`src/hdl/sjfs_pkg.sv`:
```
// shared types and constants for the nonpreemptive sjf / priority scheduler
`timescale 1ns / 1ps
package sjfs_pkg;

  localparam int ID_W          = 8;
  localparam int ARR_W         = 16;
  localparam int BURST_W       = 16;
  localparam int PRIO_W        = 8;
  localparam int KEY_W         = 16;
  localparam int CLK_W         = 23;
  localparam int WAIT_W        = 29;
  localparam int MAX_PROCS_DEF = 32;

  localparam logic [CLK_W-1:0]  CLOCK_MAX = {CLK_W{1'b1}};
  localparam logic [WAIT_W-1:0] WAIT_MAX  = {WAIT_W{1'b1}};

  typedef enum logic [1:0] {
    ST_LOAD,
    ST_SCAN,
    ST_DISPATCH,
    ST_EMIT
  } state_t;

  typedef struct packed {
    logic [ID_W-1:0]    id;
    logic [ARR_W-1:0]   arrival;
    logic [BURST_W-1:0] burst;
    logic [PRIO_W-1:0]  prio;
  } entry_t;

  typedef struct packed {
    logic               found;
    logic               any;
    logic [ID_W-1:0]    id;
    logic [ARR_W-1:0]   arr;
    logic [BURST_W-1:0] burst;
  } pick_t;

endpackage

```
`src/hdl/sjfs_if.sv`:
```
// channel interfaces: job load, configuration write and dispatch result
`timescale 1ns / 1ps
interface sjfs_job_if;
  logic                         valid;
  logic                         ready;
  logic [sjfs_pkg::ID_W-1:0]    job_id;
  logic [sjfs_pkg::ARR_W-1:0]   arrival_time;
  logic [sjfs_pkg::BURST_W-1:0] burst_length;
  logic [sjfs_pkg::PRIO_W-1:0]  priority_level;
  logic                         last_job;

  modport source (
    output valid, job_id, arrival_time, burst_length, priority_level, last_job,
    input  ready
  );
  modport sink (
    input  valid, job_id, arrival_time, burst_length, priority_level, last_job,
    output ready
  );
endinterface

interface sjfs_cfg_if;
  logic valid;
  logic ready;
  logic key_mode;

  modport source (output valid, key_mode, input ready);
  modport sink (input valid, key_mode, output ready);
endinterface

interface sjfs_res_if;
  logic                        valid;
  logic                        ready;
  logic [sjfs_pkg::ID_W-1:0]   sched_job_id;
  logic [sjfs_pkg::CLK_W-1:0]  start_time;
  logic [sjfs_pkg::WAIT_W-1:0] total_wait;
  logic                        last_result;

  modport source (
    output valid, sched_job_id, start_time, total_wait, last_result,
    input  ready
  );
  modport sink (
    input  valid, sched_job_id, start_time, total_wait, last_result,
    output ready
  );
endinterface

```
`src/hdl/sjfs_pick.sv`:
```
// shared compare unit: tracks best arrived job and earliest-arrival fallback over a scan
`timescale 1ns / 1ps
module sjfs_pick #(
  parameter int AW = 5
) (
  input  logic                       clk,
  input  logic                       rst,
  input  logic                       clr,
  input  logic                       en,
  input  sjfs_pkg::entry_t           ent,
  input  logic                       ent_done,
  input  logic [AW-1:0]              ent_idx,
  input  logic [sjfs_pkg::CLK_W-1:0] sim_clock,
  input  logic                       key_mode,
  output sjfs_pkg::pick_t            sel,
  output logic [AW-1:0]              sel_idx
);

  logic                           found;
  logic                           any;
  logic [sjfs_pkg::KEY_W-1:0]     b_key;
  logic [AW-1:0]                  b_idx;
  sjfs_pkg::entry_t               b_ent;
  logic [sjfs_pkg::KEY_W-1:0]     f_key;
  logic [AW-1:0]                  f_idx;
  sjfs_pkg::entry_t               f_ent;

  logic [sjfs_pkg::KEY_W-1:0]     key;
  logic                           arrived;
  logic                           take_b;
  logic                           take_f;

  always_comb begin
    key     = key_mode ? sjfs_pkg::KEY_W'(ent.prio) : ent.burst;
    arrived = sjfs_pkg::CLK_W'(ent.arrival) <= sim_clock;
    take_b  = en && !ent_done && arrived && (!found || key < b_key);
    take_f  = en && !ent_done &&
              (!any || ent.arrival < f_ent.arrival ||
               (ent.arrival == f_ent.arrival && key < f_key));
  end

  always_ff @(posedge clk) begin
    if (rst || clr) begin
      found <= 1'b0;
      any   <= 1'b0;
    end else begin
      if (take_b) found <= 1'b1;
      if (take_f) any <= 1'b1;
    end
  end

  always_ff @(posedge clk) begin
    if (take_b) begin
      b_key <= key;
      b_idx <= ent_idx;
      b_ent <= ent;
    end
    if (take_f) begin
      f_key <= key;
      f_idx <= ent_idx;
      f_ent <= ent;
    end
  end

  // arrived winner first, else the earliest unfinished arrival
  always_comb begin
    sel.found = found;
    sel.any   = any;
    if (found) begin
      sel.id    = b_ent.id;
      sel.arr   = b_ent.arrival;
      sel.burst = b_ent.burst;
      sel_idx   = b_idx;
    end else begin
      sel.id    = f_ent.id;
      sel.arr   = f_ent.arrival;
      sel.burst = f_ent.burst;
      sel_idx   = f_idx;
    end
  end

endmodule

```
`src/hdl/nonpreemptive_sjf_priority_scheduler.sv`:
```
// top level of the nonpreemptive shortest-job-first / priority scheduler
// Usage:
//   job: valid/ready sink; one word loads one job (id, arrival, burst, priority)
//     into a table of MAX_PROCS entries. Jobs beyond a full table are
//     dropped. The word with last_job set loads its job and starts the schedule.
//   cfg: write channel for key_mode (0 shortest burst, 1 lowest priority value),
//     always ready; write it only while no schedule is running.
//   res: valid/ready source; one word per loaded job in dispatch order, with
//     total_wait and last_result set on the final word.
// Scan: each dispatch scans the N loaded entries through the table memory
//   read port and one shared compare unit. job.ready is low for the whole
//   schedule.
// Stall: a held result word blocks the next result word until it is taken; the
//   last word may still wait while loading of the next set goes on.
// Reset: clears job count, done flags, clock, wait sum, key_mode and all
//   handshakes; table contents are left as they are.
`timescale 1ns / 1ps
module nonpreemptive_sjf_priority_scheduler #(
  parameter int MAX_PROCS = sjfs_pkg::MAX_PROCS_DEF
) (
  input  logic       clk,
  input  logic       rst,
  sjfs_job_if.sink   job,
  sjfs_cfg_if.sink   cfg,
  sjfs_res_if.source res
);

  localparam int AW = (MAX_PROCS > 1) ? $clog2(MAX_PROCS) : 1;
  localparam int CW = $clog2(MAX_PROCS + 1);
  localparam int CLK_W  = sjfs_pkg::CLK_W;
  localparam int WAIT_W = sjfs_pkg::WAIT_W;

  sjfs_pkg::state_t state;
  sjfs_pkg::state_t state_next;

  sjfs_pkg::entry_t mem [MAX_PROCS];
  sjfs_pkg::entry_t rd_data;
  sjfs_pkg::entry_t wr_data;
  logic             rd_done;
  logic             rv;
  logic [AW-1:0]    rd_idx_q;

  logic [CW-1:0]        job_count;
  logic [CW-1:0]        rd_idx;
  logic [CW-1:0]        round;
  logic [MAX_PROCS-1:0] done;
  logic                 key_mode;
  logic [CLK_W-1:0]     sim_clock;
  logic [WAIT_W-1:0]    wait_sum;

  logic [sjfs_pkg::ID_W-1:0] id_r;
  logic [CLK_W-1:0]          start_r;
  logic [CLK_W-1:0]          diff_r;

  sjfs_pkg::pick_t psel;
  logic [AW-1:0]   pick_idx;

  logic              job_acc;
  logic              load_en;
  logic              issue;
  logic              pick_clr;
  logic              out_free;
  logic              emit_go;
  logic              is_last;
  logic              end_run;
  logic [CLK_W-1:0]  start;
  logic [CLK_W-1:0]  diff;
  logic [CLK_W:0]    clk_sum;
  logic [CLK_W-1:0]  clock_next;
  logic [WAIT_W:0]   wait_add;
  logic [WAIT_W-1:0] wait_next;

  assign cfg.ready = 1'b1;

  // next state
  always_comb begin
    state_next = state;
    unique case (state)
      sjfs_pkg::ST_LOAD: begin
        if (job.valid && job.last_job) state_next = sjfs_pkg::ST_SCAN;
      end
      sjfs_pkg::ST_SCAN: begin
        if (!issue && !rv) state_next = sjfs_pkg::ST_DISPATCH;
      end
      sjfs_pkg::ST_DISPATCH: begin
        state_next = sjfs_pkg::ST_EMIT;
      end
      sjfs_pkg::ST_EMIT: begin
        if (out_free) state_next = is_last ? sjfs_pkg::ST_LOAD : sjfs_pkg::ST_SCAN;
      end
      default: state_next = sjfs_pkg::ST_LOAD;
    endcase
  end

  // control outputs
  always_comb begin
    job.ready = (state == sjfs_pkg::ST_LOAD);
    issue     = (state == sjfs_pkg::ST_SCAN) && (rd_idx < job_count);
    pick_clr  = (state == sjfs_pkg::ST_DISPATCH);
    job_acc   = job.valid && job.ready;
    load_en   = job_acc && (job_count < CW'(MAX_PROCS));
    out_free  = !res.valid || res.ready;
    is_last   = (round + CW'(1)) == job_count;
    emit_go   = (state == sjfs_pkg::ST_EMIT) && out_free;
    end_run   = emit_go && is_last;
  end

  // dispatch and wait arithmetic
  always_comb begin
    start      = psel.found ? sim_clock : CLK_W'(psel.arr);
    diff       = start - CLK_W'(psel.arr);
    clk_sum    = {1'b0, start} + (CLK_W + 1)'(psel.burst);
    clock_next = clk_sum[CLK_W] ? sjfs_pkg::CLOCK_MAX : clk_sum[CLK_W-1:0];
    wait_add   = {1'b0, wait_sum} + (WAIT_W + 1)'(diff_r);
    wait_next  = wait_add[WAIT_W] ? sjfs_pkg::WAIT_MAX : wait_add[WAIT_W-1:0];
    wr_data.id      = job.job_id;
    wr_data.arrival = job.arrival_time;
    wr_data.burst   = job.burst_length;
    wr_data.prio    = job.priority_level;
  end

  sjfs_pick #(
    .AW (AW)
  ) u_pick (
    .clk       (clk),
    .rst       (rst),
    .clr       (pick_clr),
    .en        (rv),
    .ent       (rd_data),
    .ent_done  (rd_done),
    .ent_idx   (rd_idx_q),
    .sim_clock (sim_clock),
    .key_mode  (key_mode),
    .sel       (psel),
    .sel_idx   (pick_idx)
  );

  // job table
  always_ff @(posedge clk) begin
    if (load_en) mem[job_count[AW-1:0]] <= wr_data;
    rd_data  <= mem[rd_idx[AW-1:0]];
    rd_done  <= done[rd_idx[AW-1:0]];
    rd_idx_q <= rd_idx[AW-1:0];
  end

  always_ff @(posedge clk) begin
    if (rst) begin
      state     <= sjfs_pkg::ST_LOAD;
      key_mode  <= 1'b0;
      job_count <= '0;
      rd_idx    <= '0;
      rv        <= 1'b0;
      round     <= '0;
      done      <= '0;
      sim_clock <= '0;
      wait_sum  <= '0;
      res.valid <= 1'b0;
    end else begin
      state <= state_next;
      rv    <= issue;
      if (cfg.valid) key_mode <= cfg.key_mode;
      if (issue) begin
        rd_idx <= rd_idx + CW'(1);
      end else if (state == sjfs_pkg::ST_DISPATCH) begin
        rd_idx <= '0;
      end
      if (state == sjfs_pkg::ST_DISPATCH) begin
        done[pick_idx] <= 1'b1;
        sim_clock      <= clock_next;
      end
      if (end_run) begin
        job_count <= '0;
        round     <= '0;
        done      <= '0;
        sim_clock <= '0;
        wait_sum  <= '0;
      end else begin
        if (load_en) job_count <= job_count + CW'(1);
        if (emit_go) begin
          round    <= round + CW'(1);
          wait_sum <= wait_next;
        end
      end
      if (emit_go) begin
        res.valid <= 1'b1;
      end else if (res.ready) begin
        res.valid <= 1'b0;
      end
    end
  end

  always_ff @(posedge clk) begin
    if (state == sjfs_pkg::ST_DISPATCH) begin
      id_r    <= psel.id;
      start_r <= start;
      diff_r  <= diff;
    end
    if (emit_go) begin
      res.sched_job_id <= id_r;
      res.start_time   <= start_r;
      res.total_wait   <= is_last ? wait_next : '0;
      res.last_result  <= is_last;
    end
  end

  a_scan_has_jobs: assert property (@(posedge clk) disable iff (rst)
    (state != sjfs_pkg::ST_LOAD) |-> (job_count != '0 && round < job_count))
    else $error("schedule running with no job left to dispatch");

  a_dispatch_has_pick: assert property (@(posedge clk) disable iff (rst)
    (state == sjfs_pkg::ST_DISPATCH) |-> psel.any)
    else $error("dispatch without an unfinished job");

  a_pick_not_done: assert property (@(posedge clk) disable iff (rst)
    (state == sjfs_pkg::ST_DISPATCH) |-> !done[pick_idx])
    else $error("dispatched job was already finished");

  a_run_clears: assert property (@(posedge clk) disable iff (rst)
    end_run |=> (job_count == '0 && done == '0 && sim_clock == '0))
    else $error("run state not cleared after final dispatch");

  a_last_word: assert property (@(posedge clk) disable iff (rst)
    (res.valid && !res.last_result) |-> (state != sjfs_pkg::ST_LOAD))
    else $error("non-final result pending with schedule finished");

endmodule
```
`src/flat_wrapper.sv`:
```
// flat-port wrapper written by rule: the top's interface ports become plain ports
module nonpreemptive_sjf_priority_scheduler_flat 
#(
  parameter int MAX_PROCS = sjfs_pkg::MAX_PROCS_DEF
)
  (clk, rst, job_valid, job_job_id, job_arrival_time, job_burst_length, job_priority_level, job_last_job, job_ready, cfg_valid, cfg_key_mode, cfg_ready, res_valid, res_sched_job_id, res_start_time, res_total_wait, res_last_result, res_ready);
  sjfs_job_if job_i ();
  sjfs_cfg_if cfg_i ();
  sjfs_res_if res_i ();
  input  logic clk;
  input  logic rst;
  input wire logic [$bits(job_i.valid)-1:0] job_valid;
  input wire logic [$bits(job_i.job_id)-1:0] job_job_id;
  input wire logic [$bits(job_i.arrival_time)-1:0] job_arrival_time;
  input wire logic [$bits(job_i.burst_length)-1:0] job_burst_length;
  input wire logic [$bits(job_i.priority_level)-1:0] job_priority_level;
  input wire logic [$bits(job_i.last_job)-1:0] job_last_job;
  output wire logic [$bits(job_i.ready)-1:0] job_ready;
  input wire logic [$bits(cfg_i.valid)-1:0] cfg_valid;
  input wire logic [$bits(cfg_i.key_mode)-1:0] cfg_key_mode;
  output wire logic [$bits(cfg_i.ready)-1:0] cfg_ready;
  output wire logic [$bits(res_i.valid)-1:0] res_valid;
  output wire logic [$bits(res_i.sched_job_id)-1:0] res_sched_job_id;
  output wire logic [$bits(res_i.start_time)-1:0] res_start_time;
  output wire logic [$bits(res_i.total_wait)-1:0] res_total_wait;
  output wire logic [$bits(res_i.last_result)-1:0] res_last_result;
  input wire logic [$bits(res_i.ready)-1:0] res_ready;
  assign job_i.valid = job_valid;
  assign job_i.job_id = job_job_id;
  assign job_i.arrival_time = job_arrival_time;
  assign job_i.burst_length = job_burst_length;
  assign job_i.priority_level = job_priority_level;
  assign job_i.last_job = job_last_job;
  assign job_ready = job_i.ready;
  assign cfg_i.valid = cfg_valid;
  assign cfg_i.key_mode = cfg_key_mode;
  assign cfg_ready = cfg_i.ready;
  assign res_valid = res_i.valid;
  assign res_sched_job_id = res_i.sched_job_id;
  assign res_start_time = res_i.start_time;
  assign res_total_wait = res_i.total_wait;
  assign res_last_result = res_i.last_result;
  assign res_i.ready = res_ready;
  nonpreemptive_sjf_priority_scheduler #(.MAX_PROCS(MAX_PROCS)) u_core (.clk(clk), .rst(rst), .job(job_i), .cfg(cfg_i), .res(res_i));
endmodule
```
`config.mk`:
```
export PLATFORM = sky130hd
export DESIGN_NAME = nonpreemptive_sjf_priority_scheduler_flat
export DESIGN_NICKNAME = d
export VERILOG_FILES = /design/src/hdl/sjfs_pkg.sv /design/src/hdl/sjfs_if.sv /design/src/hdl/sjfs_pick.sv /design/src/hdl/nonpreemptive_sjf_priority_scheduler.sv /design/src/flat_wrapper.sv
export SDC_FILE = /design/constraint.sdc
export NUM_CORES = 2
export LEC_CHECK = 0
export BUFFER_PORTS_ARGS = -buffer_cell sky130_fd_sc_hd__buf_2
export CORE_MARGIN = 5
export CORE_UTILIZATION = 55
export DETAILED_ROUTE_END_ITERATION = 10
export PLACE_DENSITY = 0.71
export SYNTH_ARGS = -nofsm -noshare
export SYNTH_HDL_FRONTEND = slang
export SYNTH_HIERARCHICAL = 1
export SYNTH_SLANG_ARGS = --single-unit
```
`constraint.sdc`:
```
create_clock -name clk -period 20.8 [get_ports clk]
set_clock_uncertainty 0.05 [all_clocks]
set_input_delay 5.2 -clock clk [delete_from_list [all_inputs] [get_ports clk]]
set_output_delay 5.2 -clock clk [all_outputs]
set_load 0.01 [all_outputs]
```
Word-level counts from Yosys, hierarchy flattened
Memories as Yosys holds them, arrays and structs flattened. A register that Yosys moved wholly into a read port is not among the register bits.
Index checks and enable logic that the tools add are counted.
{"block": "totals", "output_inout_bits": 64, "mem_bits_rw": 1536, "word_cells": 106, "ff_bits": 352, "memories": 1}
{"block": "classes", "addsub": 6, "reduce_logical": 29, "n_bitwise": 1, "n_mux": 21, "n_lt_le_gt_ge": 9, "n_eq_ne": 8}
{"name": "u_core.mem", "depth": 32, "width": 48, "rd": 1, "rd_clocked_by_memory_dff": 1, "write_ports": 1, "line_no": "nonpreemptive_sjf_priority_scheduler.sv:36", "source": "sjfs_pkg::entry_t mem [MAX_PROCS];"}
{"operator": "$lt A16 B16 Y1", "n": 3}
{"operator": "$mux W23", "n": 2}
{"operator": "$mux W40", "n": 1}
{"operator": "$or A32 B32 Y32", "n": 1}
{"operator": "$add A29 B23 Y30", "n": 1}
{"operator": "$mux W29", "n": 1}
{"operator": "$add A23 B16 Y24", "n": 1}
{"operator": "$le A16 B23 Y1", "n": 1}
{"operator": "$sub A23 B16 Y23", "n": 1}
{"operator": "$add A6 B1 Y6 const B", "n": 3}
{"operator": "$eq A16 B16 Y1", "n": 1}
{"operator": "$mux W16", "n": 1}
{"operator": "$logic_and A1 B1 Y1", "n": 13}
{"operator": "$lt A5 B6 Y1 const B", "n": 2}
{"operator": "$mux W6", "n": 2}
{"operator": "$pmux W2 S4", "n": 1}
{"operator": "$mux W1", "n": 7}
{"operator": "$eq A6 B6 Y1", "n": 1}
{"operator": "$logic_not A1 Y1", "n": 6}
{"operator": "$lt A6 B6 Y1", "n": 1}
{"operator": "$lt A6 B6 Y1 const B", "n": 1}
{"operator": "$mux W2", "n": 3}
{"operator": "$ne A2 B1 Y1 const B", "n": 3}
{"operator": "$bmux W1 S5", "n": 1}
{"operator": "10 further kinds", "n": 16}

Depth between registers and ports, before layout
{"block": "depth", "word_depth": 6, "depth_mapped": 17, "mapped_depth_nobuf": 14}

Modules after synthesis
Netlist, hierarchy kept.
{"module": "nonpreemptive_sjf_priority_scheduler", "area_each_um2": 70550.2, "cells_each": 3409, "n_inst": 1}
{"module": "sjfs_pick", "area_each_um2": 5977.0, "cells_each": 443, "n_inst": 1}

Least setup slack after synthesis
Ideal clock, no wire load.
{"block": "synth_timing", "path_type": "input to register", "startpoint": "input job_valid", "endpoint": "memory u_core/mem[15][0] in the netlist's numbering (enable)", "setup_time_ps": 455, "n_path_buf": 1, "slack_ps": 12374, "t_arrival_ps": 7920, "path_stages": 4, "t_required_ps": 20295, "path_cell_list": "and3_1 clkbuf_1 nand2_1 nor2_1"}
{"block": "synth_via", "elab_chain_cells": 4}
{"item": "from (decl)", "line_no": "flat_wrapper.sv:12", "source": "input wire logic [$bits(job_i.valid)-1:0] job_valid;"}
{"item": "$logic_and A1 B1 Y1", "line_no": "nonpreemptive_sjf_priority_scheduler.sv:100", "source": "job_acc = job.valid && job.ready;"}
{"item": "$logic_and A1 B1 Y1", "line_no": "nonpreemptive_sjf_priority_scheduler.sv:101", "source": "load_en = job_acc && (job_count < CW'(MAX_PROCS));"}
{"item": "$mux W1", "line_no": "nonpreemptive_sjf_priority_scheduler.sv:140", "source": "if (load_en) mem[job_count[AW-1:0]] <= wr_data;"}
{"item": "$mux W1 (implied by the code)", "line_no": "nonpreemptive_sjf_priority_scheduler.sv:140"}
{"item": "to (decl)", "line_no": "nonpreemptive_sjf_priority_scheduler.sv:36"}
No other way between the ends.

Worst setup path in the final report
{"block": "layout_timing", "startpoint": "input job_valid", "endpoint": "memory u_core/mem[19][4] in the netlist's numbering (enable)"}
Same word-level chain as after synthesis.

==> metrics.txt <==
Remaining Overflow, GRT=0; postcts setup bufs=0; root buf cell=clkbuf_16; Reg2Reg Setup Slack=14.94 ns; Port Buffers=117; power share of the sequential group=49.8%; DRT iter0 DRCs=3765; fin area=around 85000 um2; cts bufs inserted=186; fill cell count=9380; critical path data arrival time=8.07 ns; P_leak=27.07 nW; Clk pwr share=35.6%; Total Routing Usage GR=23.27%; worst hold path class=reg2reg; Max-Slew Margin vs Limit=around 27%; reg2reg path depth=7; Avg Synthesized Cell Area=19.87 um2; non-filler instance count after layout=5997; drt pass-1 iters=6; Initial Util=55.52%; clk buf depth=3; NumNets Final=4231; critical path's slowest cell=nor2_4; detailed placer's ending HPWL=97720 um; Gate power share=14.7%; CTS tree=yes; VDD IR-drop max=0.08338 mV; gpl congestion=slightly below 0.9; Post-Route WL=169500 um; Critical Path Source Type=input port; worst-skew pair later-pin latency=0.80 ns; die boundary height=383.0 um; FF/Latch Area=56530 um2; status=finished, final reports clean; Reg clk slew, reported paths=0.06 ns; Hold Path End=u_core/res.sched_job_id[6]; first-pass GRT wire length=approximately 250000 um; Required @ worst endpoint=roughly 21 ns; ANT nets after route=0; Period minus WS final=roughly 7.7 ns; Mapped Area=roughly 77000 um2; Final Hold Viols=0; critical path's largest stage delay=between 1 and 1.5 ns; worst-margin pin slew=1.095 ns; largest net degree at the start of global routing=130; Critical Path Fanout Max=25; setup TNS=0 ns; clock sinks=just under 2k; vias in the first global route=37.16k; Synth Net Count=around 4.0k; dpl cell area=79470 um2; Syn Inst Count=3851; initial antenna violation count=12; die width=roughly 380 um; DP Cell Count=5647; fraction of layout cells with a size suffix above 1=about a quarter; # setup viols final=0; area grow syn2layout=11.68%; Core ar.=137800 um2; H-Tree Depth=4; WS Path Type=in2reg; sw frac=24.87%; Via-to-Cell Ratio=6.261; post-CTS resize count=0; Syn. warnings=6; Worst R2R Start=u_core/rd_idx[0]; Switch Pwr=around 2.3 mW; Crit. End Element=register; vias post-DR=37.55k; P per Cell Area=107.8 nW/um2; I/O pin cnt=around 120; max-slew violations=0; design internal power=6.921 mW; Fmax=129.8 MHz; CP cell instances=buf_2 > and3_1 > nand2_1 > nor2_4 > buf_4; Hold Slack=0.3627 ns; post-DR wirelength/cell=28.26 um; fin crit share=37.04%; area of the die=146700 um2; unrepaired setup endpoints after global routing=false; CTS Hold Bufs=0; FF-to-FF End=u_core/rd_data[27]; Post-route DRC=0; cell row count=136; area of the multi-input gates=19190 um2; Max Cap Viol=0; Hold Path Origin=u_core/id_r[6]; hold path depth=0
-- layout make-up --
| type | instances | area share, % |
|---|---|---|
| Sequential cell | 1936 | 66.15 |
| Tap cell | 1794 | 2.627 |
| Timing Repair Buffer | 176 | 1.247 |
| Antenna cell | 2 | 0.005856 |
| Clock inverter | 102 | 0.9868 |
| Inverter | 117 | 0.5168 |
| Clock buffer | 246 | 6.012 |
| Multi-Input combinational cell | 1624 | 22.46 |
-- metrics by stage --
stage / worst slack [ns] / utilization, % / total power [mW]
after detailed placement: 12.41 / 57.66 / 6.021
final: 13.10 / 62.00 / 9.213
after floorplan: 12.37 / - / 5.553
after CTS: 13.29 / 62.00 / 9.293
after global routing: 13.07 / 62.00 / 9.591
after global placement: 12.47 / 57.66 / 5.997
-- per-layer routing --
layer,GRT usage (%),wire (um)
met3,5.308,15360
met4,7.203,5062
met2,36.25,80490
met5,0,9
met1,33.42,68560
-- power groups by stage --
stage / Clock, mW / Sequential [mW] / Combinational (mW)
after global placement: 0 / 4.66 / 1.34
after CTS: 3.34 / 4.59 / 1.36
after floorplan: 0 / 4.63 / 0.928
after global routing: 3.52 / 4.60 / 1.47
final: 3.28 / 4.58 / 1.35
after detailed placement: 0 / 4.67 / 1.35
-- sequential cells by signal, summed over array words and instances (netlist names), 8 cells and up --
signal and cells:
u_core/start_r 23, u_core/id_r 8, u_core/res.start_time 23, u_core/res.sched_job_id 8
u_core/u_pick/b_ent 40, u_core/rd_data 48, u_core/sim_clock 23, u_core/res.total_wait 29
u_core/wait_sum 29, u_core/diff_r 23, u_core/u_pick/f_ent 40, u_core/u_pick/f_key 16
u_core/done 32, u_core/u_pick/b_key 16, u_core/mem 1536
-- layout by cell type, fill, tap and decap left out, types with 13 or more instances in the layout --
cell,instances
nor2_4,32
clkinv_1,52
mux4_2,490
clkbuf_1,41
and3_1,14
xor2_1,22
clkbuf_8,13
ha_1,131
a31oi_1,22
nor2b_1,25
buf_4,56
nor3_1,17
clkbuf_16,192
xnor2_1,40
dfxtp_1,157
inv_1,116
o21ai_0,123
a21oi_1,140
mux2_2,86
a211oi_1,16
nand3_1,38
edfxtp_1,1773
nor2_1,142
nand2_1,93
o21a_1,18
buf_2,117
nand4_1,13
clkinv_2,23
-- worst max-delay path, delay by kind of cell --
kind	cells	cell delay [ns]
AND/OR/NAND/NOR	3	2.11
buffers and inverters	2	0.71
-- how the worst max path moves through the flow --
stage          startpoint                 end  slack (ns)  cells after the start
5_1_grt         job_valid  u_core/mem[19][17]       13.07                      5
3_5_place_dp    job_valid   u_core/mem[19][8]       12.41                      5
6_report        job_valid   u_core/mem[19][4]       13.10                      5
3_3_place_gp    job_valid  u_core/mem[19][18]       12.47                      5
2_1_floorplan   job_valid   u_core/mem[15][0]       12.37                      4
4_1_cts         job_valid   u_core/mem[19][4]       13.29                      5
(Power assumes the default switching activity.)
